`src/rtl/core/spq_ram.sv`:
```
// Generic simple dual-port RAM: one write port, one read port, registered read.
// No dependencies.
module spq_ram #(
    parameter int WIDTH = 8,
    parameter int DEPTH = 16
) (
    input  logic                     clk,
    input  logic                     we,
    input  logic [$clog2(DEPTH)-1:0] waddr,
    input  logic [WIDTH-1:0]         wdata,
    input  logic                     re,
    input  logic [$clog2(DEPTH)-1:0] raddr,
    output logic [WIDTH-1:0]         rdata
);

    logic [WIDTH-1:0] mem [DEPTH];

    always_ff @(posedge clk)
    begin
        if (we)
        begin
            mem[waddr] <= wdata;
        end
        if (re)
        begin
            rdata <= mem[raddr];
        end
    end

endmodule

```
`config.mk`:
```
export PLATFORM = sky130hd
export DESIGN_NAME = spq_ram
export DESIGN_NICKNAME = d
export VERILOG_FILES = /design/src/rtl/core/spq_ram.sv
export SDC_FILE = /design/constraint.sdc
export NUM_CORES = 1
export LEC_CHECK = 0
export BUFFER_PORTS_ARGS = -buffer_cell sky130_fd_sc_hd__clkbuf_2
export CAP_MARGIN = 20
export CORE_ASPECT_RATIO = 1.4
export CORE_UTILIZATION = 55
export CTS_CLUSTER_DIAMETER = 120
export DETAILED_ROUTE_END_ITERATION = 10
export PLACE_DENSITY_LB_ADDON = 0.05
export SETUP_SLACK_MARGIN = 0.2
export SLEW_MARGIN = 20
export SYNTH_ARGS = -nofsm -noshare
export SYNTH_HDL_FRONTEND = slang
export SYNTH_SLANG_ARGS = --single-unit
```
`constraint.sdc`:
```
create_clock -name clk -period 2.8 [get_ports clk]
set_input_delay 0.28 -clock clk [delete_from_list [all_inputs] [get_ports clk]]
set_output_delay 0.28 -clock clk [all_outputs]
set_load 0.05 [all_outputs]
```
==> impl_metrics.toml <==
[pwr]
ir_drop_uv = 601
p_leak_nw = 2.09
pwr_density_cell_nw_per_um2 = 788

[sta]
setup_violations = 0
whs_ns = 0.289
fmax_mhz = 677
slew-limit-headroom_pct = 47.2
tightest_slew_ns = 0.789
rsz0062_at_grt = "no"
maxSlewViolCount = 0
fin_setup_tns_ns = 0
hold_viol_final = 0
period_share_pct = 52.7
fin_crit_ns = 1.48
fin_skew_ns = 0.00925

[final_layout]
drive_gt1_share_pct = 29.1
fin_nets = 297
n_antenna_cell = 0
final_common_cell = "edfxtp_1"
final_cell_mix = "edfxtp_1 (136), clkbuf_2 (26), mux4_2 (18)"
syn2layout_area_growth_pct = 17.4

[setup_path]
crit_chain = "mux4_1 -> a22oi_1 -> nand2_1"
cp_max_fo = 1
end_kind = "register"
cp.required_ns = 2.94
cp_slowest_cell = "mux4_1"
critical_path_class = "reg -> reg"
critPathLaunchType = "register"
max_stage_delay_ns = 0.49
worstPathArrival_ns = 1.62

[synth]
ys_ff_latch = 136
yosys.area.top_type = "edfxtp_1"
synthTopCellsByArea = "edfxtp_1 (78%), mux4_2 (7.8%), mux4_1 (7.0%)"
ys_seq_area_share_pct = 78.1
synthCells = 229
syn_avg_cell_area_um2 = 22.8
syn_area_um2 = 5230
synth.distinct_cells = 18
netlist.area_leader.share_pct = 78.1
ys_warn_count = 0
syn_nets = 248

[place]
place_congestion = 0.723
dpl.hpwl_um = 5970
port-buffer-count = 26

[clock_tree]
cts_made_buffers = 17
root_buffer = "clkbuf_16"
cts_tree = "yes"
clock-sinks = 136
clkSlewWorstSetupHoldPaths_ns = 0.05
h-tree-depth = 4
postCtsSetupRepairBufs = 0
cts_max_path_buffers = 2
clock_latency_ns = 0.41
cts-hold-fix-buffers = 0
ctsResizeCount = 0

[grt]
grt_overflow = 0
grt_start_max_net_pins = 33
grt_pass1_wl_um = 14400
antenna_found_initial = 0
grt_pass1_vias = 2497
grtUsageTotal_pct = 20.8

[route]
viasPerCell = 6.00
drcViolationCount = 4
wl_um = 9360
wl_per_cell_um = 23.6
drt_iter0_markers = 179
first_pass_iters = 7
ant_nets = 0
vias = 2376

[run]
maxCapViolations = 0

[floorplan]
boundaryPins = 27
initial_core_util_pct = 57.2
die_y_um = 117
die_area_um2 = 9900
core_area_um2 = 9130
rows = 41
die_x_um = 84.4

[status]
violations = "DRC"
outcome = "finished, violations left"

[min_path]
min_path_type = "in -> reg"
[sequential cells by signal (all words and copies together) (netlist names)]
register,cells
mem,128
rdata,8
[routing by layer]
metal / GRT usage, % / vias up / share of wire (%)
met2: 33.7 / 79 / 52
li1: - / 1079 / -
met1: 27.2 / 1210 / 42
met3: 5.77 / 8 / 4.7
met5: 0 / - / 0
met4: 7.94 / 0 / 1.1
[through the flow]
stage	worst slack (ns)	cell area, um2	total power [mW]	std cells	util [%]
floorplan	1.03	5230	2.50	229	-
global placement	0.932	5520	2.58	366	60.5
detailed placement	0.946	5520	2.58	366	60.5
CTS	1.30	6130	4.87	396	67.2
global route	1.25	6130	4.97	396	67.2
finish	1.32	6130	4.84	396	67.2
[cell usage after synthesis]
cell	instances
and2_1	1
nor2_1	13
a22oi_1	16
mux4_2	18
buf_6	3
nand3b_1	2
edfxtp_1	136
nor2b_1	1
buf_4	1
and2b_1	1
nor3_1	4
or3b_2	1
buf_2	3
nand2_1	9
clkdlybuf4s25_2	3
nand2b_1	2
nand3_1	1
mux4_1	14
[critical path, delay by kind of cell, from the launching register on]
kind	cells	cell delay, ns
AO/OA/AOI/OAI	1	0.25
flip-flops	1	0.37
multiplexers	1	0.49
AND/OR/NAND/NOR	1	0.10
[layout make-up]
type,count,area [um2]
well taps,107,134
flip-flops and latches,136,4080
fillers,570,3000
multi-input cells,83,1060
clock inverters,12,183
clock buffers,18,429
repair buffers,40,248
[path summary, 6_finish.rpt]
| path | from | end | slack, ns | cells past startpoint |
|---|---|---|---|---|
| max | mem[0][5] | rdata[5] | 1.32 | 3 |
| min | wdata[5] | mem[0][5] | 0.29 | 1 |
| min reg2reg | mem[4][1] | rdata[1] | 0.76 | 3 |
| max reg2reg | mem[0][5] | rdata[5] | 1.32 | 3 |
[cell families after synthesis]
logic type             Yosys count  share of synthesized area (%)
flip-flops                     136                           78.1
multiplexers                    32                           14.8
AND/OR/NAND/NOR                 35                           3.14
AO/OA/AOI/OAI                   16                           2.30
buffers and inverters           10                           1.65
[report_power, final]
group	switching (mW)	internal, mW	leakage [nW]
Clock	0.743	1.55	0.296
Combinational	0.148	0.0853	0.557
Sequential	0.0119	2.30	1.24
Note: power is estimated with default switching activity, not from simulation.
